<file path="config.mk">
export PLATFORM = sky130hd
export DESIGN_NAME = interpolating_wavetable_oscillator
export DESIGN_NICKNAME = d
export VERILOG_FILES = /design/src/rtl/core/iwo_pkg.sv /design/src/rtl/core/interpolating_wavetable_oscillator.sv
export SDC_FILE = /design/constraint.sdc
export NUM_CORES = 2
export LEC_CHECK = 0
export BUFFER_PORTS_ARGS = -buffer_cell sky130_fd_sc_hd__buf_2
export CELL_PAD_IN_SITES_DETAIL_PLACEMENT = 0
export CELL_PAD_IN_SITES_GLOBAL_PLACEMENT = 1
export CORE_MARGIN = 10
export CORE_UTILIZATION = 35
export CTS_CLUSTER_SIZE = 16
export DETAILED_ROUTE_END_ITERATION = 12
export PLACE_DENSITY = 0.62
export SLEW_MARGIN = 20
export SYNTH_ARGS = -nofsm -noshare
export SYNTH_HDL_FRONTEND = slang
export SYNTH_SLANG_ARGS = --single-unit
</file>
<file path="constraint.sdc">
create_clock -name clk -period 10.6 [get_ports clk]
set_input_delay 0.53 -clock clk [delete_from_list [all_inputs] [get_ports clk]]
set_output_delay 0.53 -clock clk [all_outputs]
set_load 0.01 [all_outputs]
</file>
<file path="src/rtl/core/iwo_pkg.sv">
package iwo_pkg;

  // Item and register field widths
  localparam int OP_W       = 1;
  localparam int INDEX_W    = 7;
  localparam int VALUE_W    = 16;
  localparam int INC_W      = 23;
  localparam int GAIN_W     = 16;
  localparam int CFG_INDEX_W = 1;
  localparam int CFG_DATA_W = 23;

  // Operation codes
  localparam logic [OP_W-1:0] OP_TICK  = 1'b0;
  localparam logic [OP_W-1:0] OP_WRITE = 1'b1;

  // Register indexes
  localparam logic [CFG_INDEX_W-1:0] REG_PHASE_INC = 1'b0;
  localparam logic [CFG_INDEX_W-1:0] REG_AMP_GAIN  = 1'b1;

  // Register reset values
  localparam logic [INC_W-1:0]  PHASE_INC_RESET = 23'd83697;
  localparam logic [GAIN_W-1:0] AMP_GAIN_RESET  = 16'd16384;

  typedef enum logic [2:0] {
    OSC_IDLE,
    OSC_LERP,
    OSC_ROUND,
    OSC_SCALE,
    OSC_EMIT
  } osc_state_t;

endpackage

</file>
<file path="src/rtl/core/interpolating_wavetable_oscillator.sv">
// Channel  | handshake                 | payload
// ---------+---------------------------+------------------------------------
// config   | cfg_we                    | cfg_index, cfg_wdata
// input    | in_valid / in_stall       | operation, entry_index, entry_value
// output   | out_valid / out_stall     | sample
//
// A write item is taken without busying the block. A tick item occupies
// the block through four stages behind the table read (lerp multiply,
// round, gain multiply, saturate) and, alongside, the phase reduction unit;
// the input stays stalled until both are done.
// Reset (rst, synchronous) clears the phase, the control state and the
// registers to their defaults; the table holds garbage until written.
// A stalled output holds its item; the block still takes writes and one more
// tick, which then waits in the last stage and stalls the input until the
// output moves.
module interpolating_wavetable_oscillator #(
  parameter int TABLE_DEPTH   = 128,
  parameter int FRACTION_BITS = 16,
  parameter int SAMPLE_BITS   = 16
) (
  input  logic                                   clk,
  input  logic                                   rst,
  input  logic                                   cfg_we,
  input  logic [iwo_pkg::CFG_INDEX_W-1:0]        cfg_index,
  input  logic [iwo_pkg::CFG_DATA_W-1:0]         cfg_wdata,
  input  logic                                   in_valid,
  output logic                                   in_stall,
  input  logic [iwo_pkg::OP_W-1:0]               operation,
  input  logic [iwo_pkg::INDEX_W-1:0]            entry_index,
  input  logic signed [iwo_pkg::VALUE_W-1:0]     entry_value,
  output logic                                   out_valid,
  input  logic                                   out_stall,
  output logic signed [SAMPLE_BITS-1:0]          sample
);
  import iwo_pkg::*;

  // Table address and phase widths
  localparam int AW = $clog2(TABLE_DEPTH);
  localparam int PW = AW + FRACTION_BITS;
  // Phase register is wide enough to hold phase + increment before reduction
  localparam int RW = ((PW > INC_W) ? PW : INC_W) + 1;
  localparam logic [RW-1:0] PHASE_MOD = RW'(TABLE_DEPTH) << FRACTION_BITS;
  localparam logic [RW-1:0] MAX_SUM   = PHASE_MOD + RW'((longint'(1) << INC_W) - 2);

  // Number of extra restoring steps so that PHASE_MOD << (STEPS + 1) exceeds
  // the largest unreduced sum
  function automatic int red_steps();
    int k;
    k = 0;
    for (int j = 0; j < RW; j++) begin
      if ((longint'(PHASE_MOD) << (k + 1)) <= longint'(MAX_SUM)) begin
        k = k + 1;
      end
    end
    return k;
  endfunction

  localparam int STEPS = red_steps();
  localparam int CNT_W = (STEPS > 0) ? $clog2(STEPS + 1) : 1;
  localparam logic [RW-1:0] DIV_INIT = PHASE_MOD << STEPS;

  // Datapath widths
  localparam int DIFF_W = VALUE_W + 1;
  localparam int ACC_W  = FRACTION_BITS + DIFF_W + 1;
  localparam int GP_W   = DIFF_W + GAIN_W + 1;
  localparam logic signed [ACC_W-1:0] LERP_HALF =
    ACC_W'(longint'(1) << (FRACTION_BITS - 1));
  localparam logic signed [GP_W-1:0] GAIN_HALF = GP_W'(longint'(1) << 14);
  localparam logic signed [GP_W-1:0] S_MAX =
    GP_W'((longint'(1) << (SAMPLE_BITS - 1)) - 1);
  localparam logic signed [GP_W-1:0] S_MIN = -S_MAX - GP_W'(1);

  // Configuration registers
  logic [INC_W-1:0]  phase_inc;
  logic [GAIN_W-1:0] amp_gain;

  always_ff @(posedge clk) begin
    if (rst) begin
      phase_inc <= PHASE_INC_RESET;
      amp_gain  <= AMP_GAIN_RESET;
    end else if (cfg_we) begin
      unique case (cfg_index)
        REG_PHASE_INC: phase_inc <= cfg_wdata[INC_W-1:0];
        REG_AMP_GAIN:  amp_gain  <= cfg_wdata[GAIN_W-1:0];
        default:       ;
      endcase
    end
  end

  // Control
  osc_state_t state, state_next;
  logic       red_active;
  logic       tick_acc;
  logic       wr_en;
  logic       out_load;

  logic in_acc;
  assign in_acc = in_valid && !in_stall;

  always_comb begin
    state_next = state;
    unique case (state)
      OSC_IDLE:  if (in_acc && operation == OP_TICK) state_next = OSC_LERP;
      OSC_LERP:  state_next = OSC_ROUND;
      OSC_ROUND: state_next = OSC_SCALE;
      OSC_SCALE: state_next = OSC_EMIT;
      OSC_EMIT:  if (!out_valid || !out_stall) state_next = OSC_IDLE;
      default:   state_next = OSC_IDLE;
    endcase
  end

  always_comb begin
    in_stall = (state != OSC_IDLE) || red_active;
    tick_acc = in_acc && (operation == OP_TICK);
    wr_en    = in_acc && (operation == OP_WRITE) && (int'(entry_index) < TABLE_DEPTH);
    out_load = (state == OSC_EMIT) && (!out_valid || !out_stall);
  end

  always_ff @(posedge clk) begin
    if (rst) begin
      state <= OSC_IDLE;
    end else begin
      state <= state_next;
    end
  end

  // Phase accumulator with restoring modulo reduction, one step a cycle
  logic [RW-1:0]    phase;
  logic [RW-1:0]    red_div;
  logic [CNT_W-1:0] red_cnt;

  always_ff @(posedge clk) begin
    if (rst) begin
      phase      <= '0;
      red_active <= 1'b0;
      red_div    <= '0;
      red_cnt    <= '0;
    end else if (tick_acc) begin
      phase      <= phase + RW'(phase_inc);
      red_div    <= DIV_INIT;
      red_cnt    <= CNT_W'(STEPS);
      red_active <= 1'b1;
    end else if (red_active) begin
      if (phase >= red_div) begin
        phase <= phase - red_div;
      end
      red_div <= red_div >> 1;
      if (red_cnt == '0) begin
        red_active <= 1'b0;
      end else begin
        red_cnt <= red_cnt - CNT_W'(1);
      end
    end
  end

  // Wave table: one write port, two registered read ports
  logic signed [VALUE_W-1:0] wave_mem [TABLE_DEPTH];
  logic signed [VALUE_W-1:0] rd0, rd1;
  logic [AW-1:0]             idx0, idx1;
  logic [FRACTION_BITS-1:0]  frac_q;

  assign idx0 = phase[PW-1:FRACTION_BITS];
  assign idx1 = (idx0 == AW'(TABLE_DEPTH - 1)) ? '0 : idx0 + AW'(1);

  always_ff @(posedge clk) begin
    if (wr_en) begin
      wave_mem[AW'(entry_index)] <= entry_value;
    end
  end

  always_ff @(posedge clk) begin
    if (tick_acc) begin
      rd0    <= wave_mem[idx0];
      rd1    <= wave_mem[idx1];
      frac_q <= phase[FRACTION_BITS-1:0];
    end
  end

  // Interpolate: v0 + (v1 - v0) * frac, rounded to nearest with ties up
  logic signed [DIFF_W-1:0] diff;
  logic signed [ACC_W-1:0]  lerp_prod;
  logic signed [VALUE_W-1:0] v0_q;
  logic signed [ACC_W-1:0]  lerp_acc;
  logic signed [ACC_W-1:0]  lerp_rnd;
  logic signed [DIFF_W-1:0] interp;
  logic signed [GP_W-1:0]   gain_prod;
  logic signed [GP_W-1:0]   scaled;
  logic signed [GP_W-1:0]   clipped;

  assign diff     = DIFF_W'(rd1) - DIFF_W'(rd0);
  assign lerp_acc = (ACC_W'(v0_q) <<< FRACTION_BITS) + lerp_prod;
  assign lerp_rnd = (lerp_acc + LERP_HALF) >>> FRACTION_BITS;
  assign scaled   = (gain_prod + GAIN_HALF) >>> 15;

  always_comb begin
    if (scaled > S_MAX) begin
      clipped = S_MAX;
    end else if (scaled < S_MIN) begin
      clipped = S_MIN;
    end else begin
      clipped = scaled;
    end
  end

  always_ff @(posedge clk) begin
    if (state == OSC_LERP) begin
      lerp_prod <= ACC_W'(diff) * ACC_W'($signed({1'b0, frac_q}));
      v0_q      <= rd0;
    end
    if (state == OSC_ROUND) begin
      interp <= lerp_rnd[DIFF_W-1:0];
    end
    if (state == OSC_SCALE) begin
      gain_prod <= GP_W'(interp) * GP_W'($signed({1'b0, amp_gain}));
    end
  end

  // Output register: hold the item while the far side stalls
  always_ff @(posedge clk) begin
    if (rst) begin
      out_valid <= 1'b0;
    end else if (out_load) begin
      out_valid <= 1'b1;
    end else if (!out_stall) begin
      out_valid <= 1'b0;
    end
  end

  always_ff @(posedge clk) begin
    if (out_load) begin
      sample <= clipped[SAMPLE_BITS-1:0];
    end
  end

endmodule

</file>
==> reports/results.env <==
CRIT_PATH_START_KIND='flip-flop'
YOSYS.AREA_SHARE.SIMPLE=0.0759
DETAILEDROUTE.FIRSTITERATIONVIOLATIONS=9671
CLOCK-SKEW-FINAL_PS=110
PLACE_CONGESTION=0.866
FP.COREAREA_MM2=0.362
SLEW_VIOL_FINAL=0
PLACE.DETAILED.HPWL_UM=270000
LAYOUT-DRIVE-GT1-SHARE=0.198
WORSTSETUPPATHTYPE='reg2reg'
SLOWEST_STAGE_DELAY_ON_CRITICAL_PATH_PS=540
WORST-ENDPOINT-REQUIRED_PS=11190
NETLIST_TOP_CELLS_COUNT='2,183 x edfxtp_1, 948 x mux4_2, 947 x nand2_1'
SYNTH_TOP_AREA_CELL='edfxtp_1'
HOLD_SLACK_PS=48.1
FINALHOLDVIOLCOUNT=0
NUMPORTBUFFERS=70
RR_ENDPOINT='lerp_prod[31]'
DIE_AREA_MM2=0.388
YOSYSWARNINGCOUNT=0
FILLCELLCOUNT=33326
SYNTH.TOP_CELL.AREA_SHARE=0.516
TIMING.CRITICAL_PATH.SLOWEST_STAGE_CELL='or3_1'
POST_SYNTH_XOR_AREA_FRACTION=0.0105
SYNTH-COMPOUND-AREA-SHARE=0.0568
POST_SYNTH_NUM_CELL_TYPES=78
SYNTH_ADDER_AREA_SHARE=0.110
TIMING_WORST_SLEW_PIN_VALUE_PS=1270
MIN_TO='phase_inc[17]'
SYNTH_ENABLE_FLOP_CELLS=2183
FINALSETUPVIOLCOUNT=0
WORST_HOLD_PATH.NUM_CELLS=3
GRT_MAX_DEGREE=136
CLOCK_INSERTION_DELAY_WORST_SKEW_PS=940
CLOCK_SINK_COUNT=2275
SETUP_TNS_PS=0
R2R_SLACK_PS=1040
POWER-PER-CELL-AREA_mW_PER_MM2=354
CTS_BUFFER_DEPTH=4
CTSRESIZECOUNT=0
WIRELENGTH_UM=425000
AREAGROWTHSYNTHTOFINISH_PCT=12.2
MAXCAPVIOLCOUNT=0
WORST_VDD_DROP_mV=1.54
REGAREA_MM2=0.0674
SYNTH_MUX_AREA_FRAC=0.177
TOTAL_NUMBER_OF_H_TREE_LEVELS=5
HOLD_CLASS='in2reg'
DETAIL_ROUTE.FIRST_PASS.ITERATIONS=6
ASYNCSETRESETFLOPFRACSYNTH=0
MULTIINPUTGATEAREA_MM2=0.0555
FMAX_MHz=105
BOUNDARYPINS=71
TIME_THE_WORST_PATH_NEEDS_WITH_I_O_DELAYS_AND_SETUP_PS=9560
DETAIL_ROUTE.VIAS_PER_CELL=5.90
YS.FLOP_TYPE='edfxtp_1'
LAYOUT.NETS=9720
MAXSLEWHEADROOM=0.146
GRT.OVERFLOW.TOTAL=0
CTS_ROOT_BUFFER_TYPE='clkbuf_16'
PRE_CTS_SLACK_PS=1100
ANTENNA_VIOLATIONS_BEFORE_REPAIR=33
Y_DIMENSION_OF_THE_DIE_UM=623
SYNTH_CELLS=8878
TRACK_USAGE=0.213
WORST_HOLD_STARTPOINT='cfg_wdata[17]'
FIRST_PASS_GRT_WIRE_LENGTH_UM=610000
SYNTH_TOP_FAMILY_BY_AREA='multiplexers'
FP-ROW-COUNT=221
CRIT_FANOUT=16
CRITICAL_PATH_ARRIVAL_PS=10150
SYNTHTOPCELLSBYAREA='edfxtp_1 52%, mux4_2 17%, fa_1 8.6%'
GRT_SETUP_UNREPAIRED='no'
WORST_R2R_PATH_DEPTH=33
ROUTE.DETAILED.DRC=0
CTS-BUFFERS-INSERTED=264
POSTSYNTHREGISTERBITS=2275
SETUP_SLACK_PS=1040
SYN-CELL-AREA_MM2=0.127
DIE_WIDTH_UM=623
POSTROUTEANTENNANETS=0
TRITONCTS_CLOCK_TREE='built'
SYNTH_MOST_COMMON_CELL='edfxtp_1'
NETS_IN_THE_SYNTHESIZED_NETLIST=9726
PERIOD_SHARE=0.902
SEQ_AREA_FRAC_SYNTH=0.530
PATH_COMMON_CELL='fa_1'
CRIT_PATH_END_KIND='flip-flop'
STATUS='complete, no violations'
INITIAL_UTILIZATION=0.351
AVGSYNTHCELLAREA_UM2=14.3
REG_TO_REG_START='rd0[1]'
VIAS=81920
CELL_LEAKAGE_POWER_nW=47.5
ROUTE.DETAILED.WL_PER_INST_UM=30.6
GRT_PASS1_VIAS=83181
CLK_TRANSITION_REPORTED_PATHS_PS=60
-- worst max-delay path by stage --
stage	endpoint	cells after the start	slack (ps)	startpoint
floorplan	lerp_prod[31]	33	1980	rd0[1]
global placement	lerp_prod[31]	33	1040	rd0[1]
detailed placement	lerp_prod[31]	33	1100	rd0[1]
CTS	lerp_prod[31]	33	1020	rd0[1]
global route	lerp_prod[31]	33	530	rd0[1]
finish	lerp_prod[31]	33	1040	rd0[1]
-- routing by layer --
metal	up-vias	GRT usage	wire [um]
li1	33513	-	-
met1	43204	0.278	165000
met2	4332	0.344	201000
met3	847	0.0469	39700
met4	24	0.0859	19900
met5	-	0	163
-- kinds of logic (layout without fill, tap and decap cells) --
family                     count (synthesis)  in the layout
other                                      0              6
DFF                                     2275           2275
adders and majority gates                795            795
xor gates and xnor gates                 152            152
and+or+nand+nor                         2138           2138
AOI/OAI and AO/OA                       1150           1150
muxes                                   1055           1055
buffers and inverters                   1313           1517
-- final cells by class --
type                       count  share of cell area
antenna                        6            0.000105
clock buffer                 319              0.0484
clock inverter               157              0.0106
inverter                     721              0.0190
multi-input combinational   5290               0.389
sequential                  2275               0.472
tap                         4794              0.0420
timing repair buffer         320              0.0184
-- flip-flops by register name, summed over array words and instances (netlist names), 17 cells and up --
name / count
phase_inc: 23
gain_prod: 20
interp: 17
lerp_prod: 18
red_div: 24
phase: 24
wave_mem: 2048
-- what timing repair did --
action,4_1_cts,5_1_grt
hold buffers,21,0
buffers inserted,0,0
hold endpoints to repair,37,0
-- power by group --
part           internal [W]  total, W  switching [W]
logic                0.0125    0.0302         0.0177
clock network       0.00513   0.00899        0.00386
registers            0.0112    0.0114       0.000208
total                0.0288    0.0506         0.0218
-- critical path: cells and delay by family, from the launching register on --
family                     cells  cell delay, ps
adders and majority gates      8            3640
AOI/OAI and AO/OA             11            2650
and+or+nand+nor                8            2190
DFF                            1             420
buffers and inverters          5             260
xor gates and xnor gates       1              80
-- stage by stage --
step / cells / instance area, um^2 / utilization / total power [W]
final: 13882 / 143000 / 0.394 / 0.0506
after global routing: 13877 / 143000 / 0.394 / 0.0551
after CTS: 13874 / 143000 / 0.394 / 0.0511
after detailed placement: 13377 / 134000 / 0.370 / 0.0416
after global placement: 13377 / 134000 / 0.370 / 0.0416
after floorplan: 8878 / 127000 / - / 0.0335
-- placed cells by master, fill, tap and decap left out, drive strengths merged, types with 33 or more instances in the layout --
cell type	Yosys	final
edfxtp	2183	2183
mux4	948	948
nand2	947	947
inv	720	737
fa	544	544
nor2	355	355
o21ai	350	350
clkbuf	420	319
buf	172	299
and2	261	261
ha	251	251
nand3	214	214
nor3	209	209
a31oi	182	182
a21oi	182	182
o211ai	151	151
clkinv	1	119
xnor2	104	104
dfxtp	92	92
mux2i	90	90
a211oi	68	68
xor2	48	48
nor2b	44	44
a311oi	36	36
a21o	33	33
(Power assumes the default switching activity.)
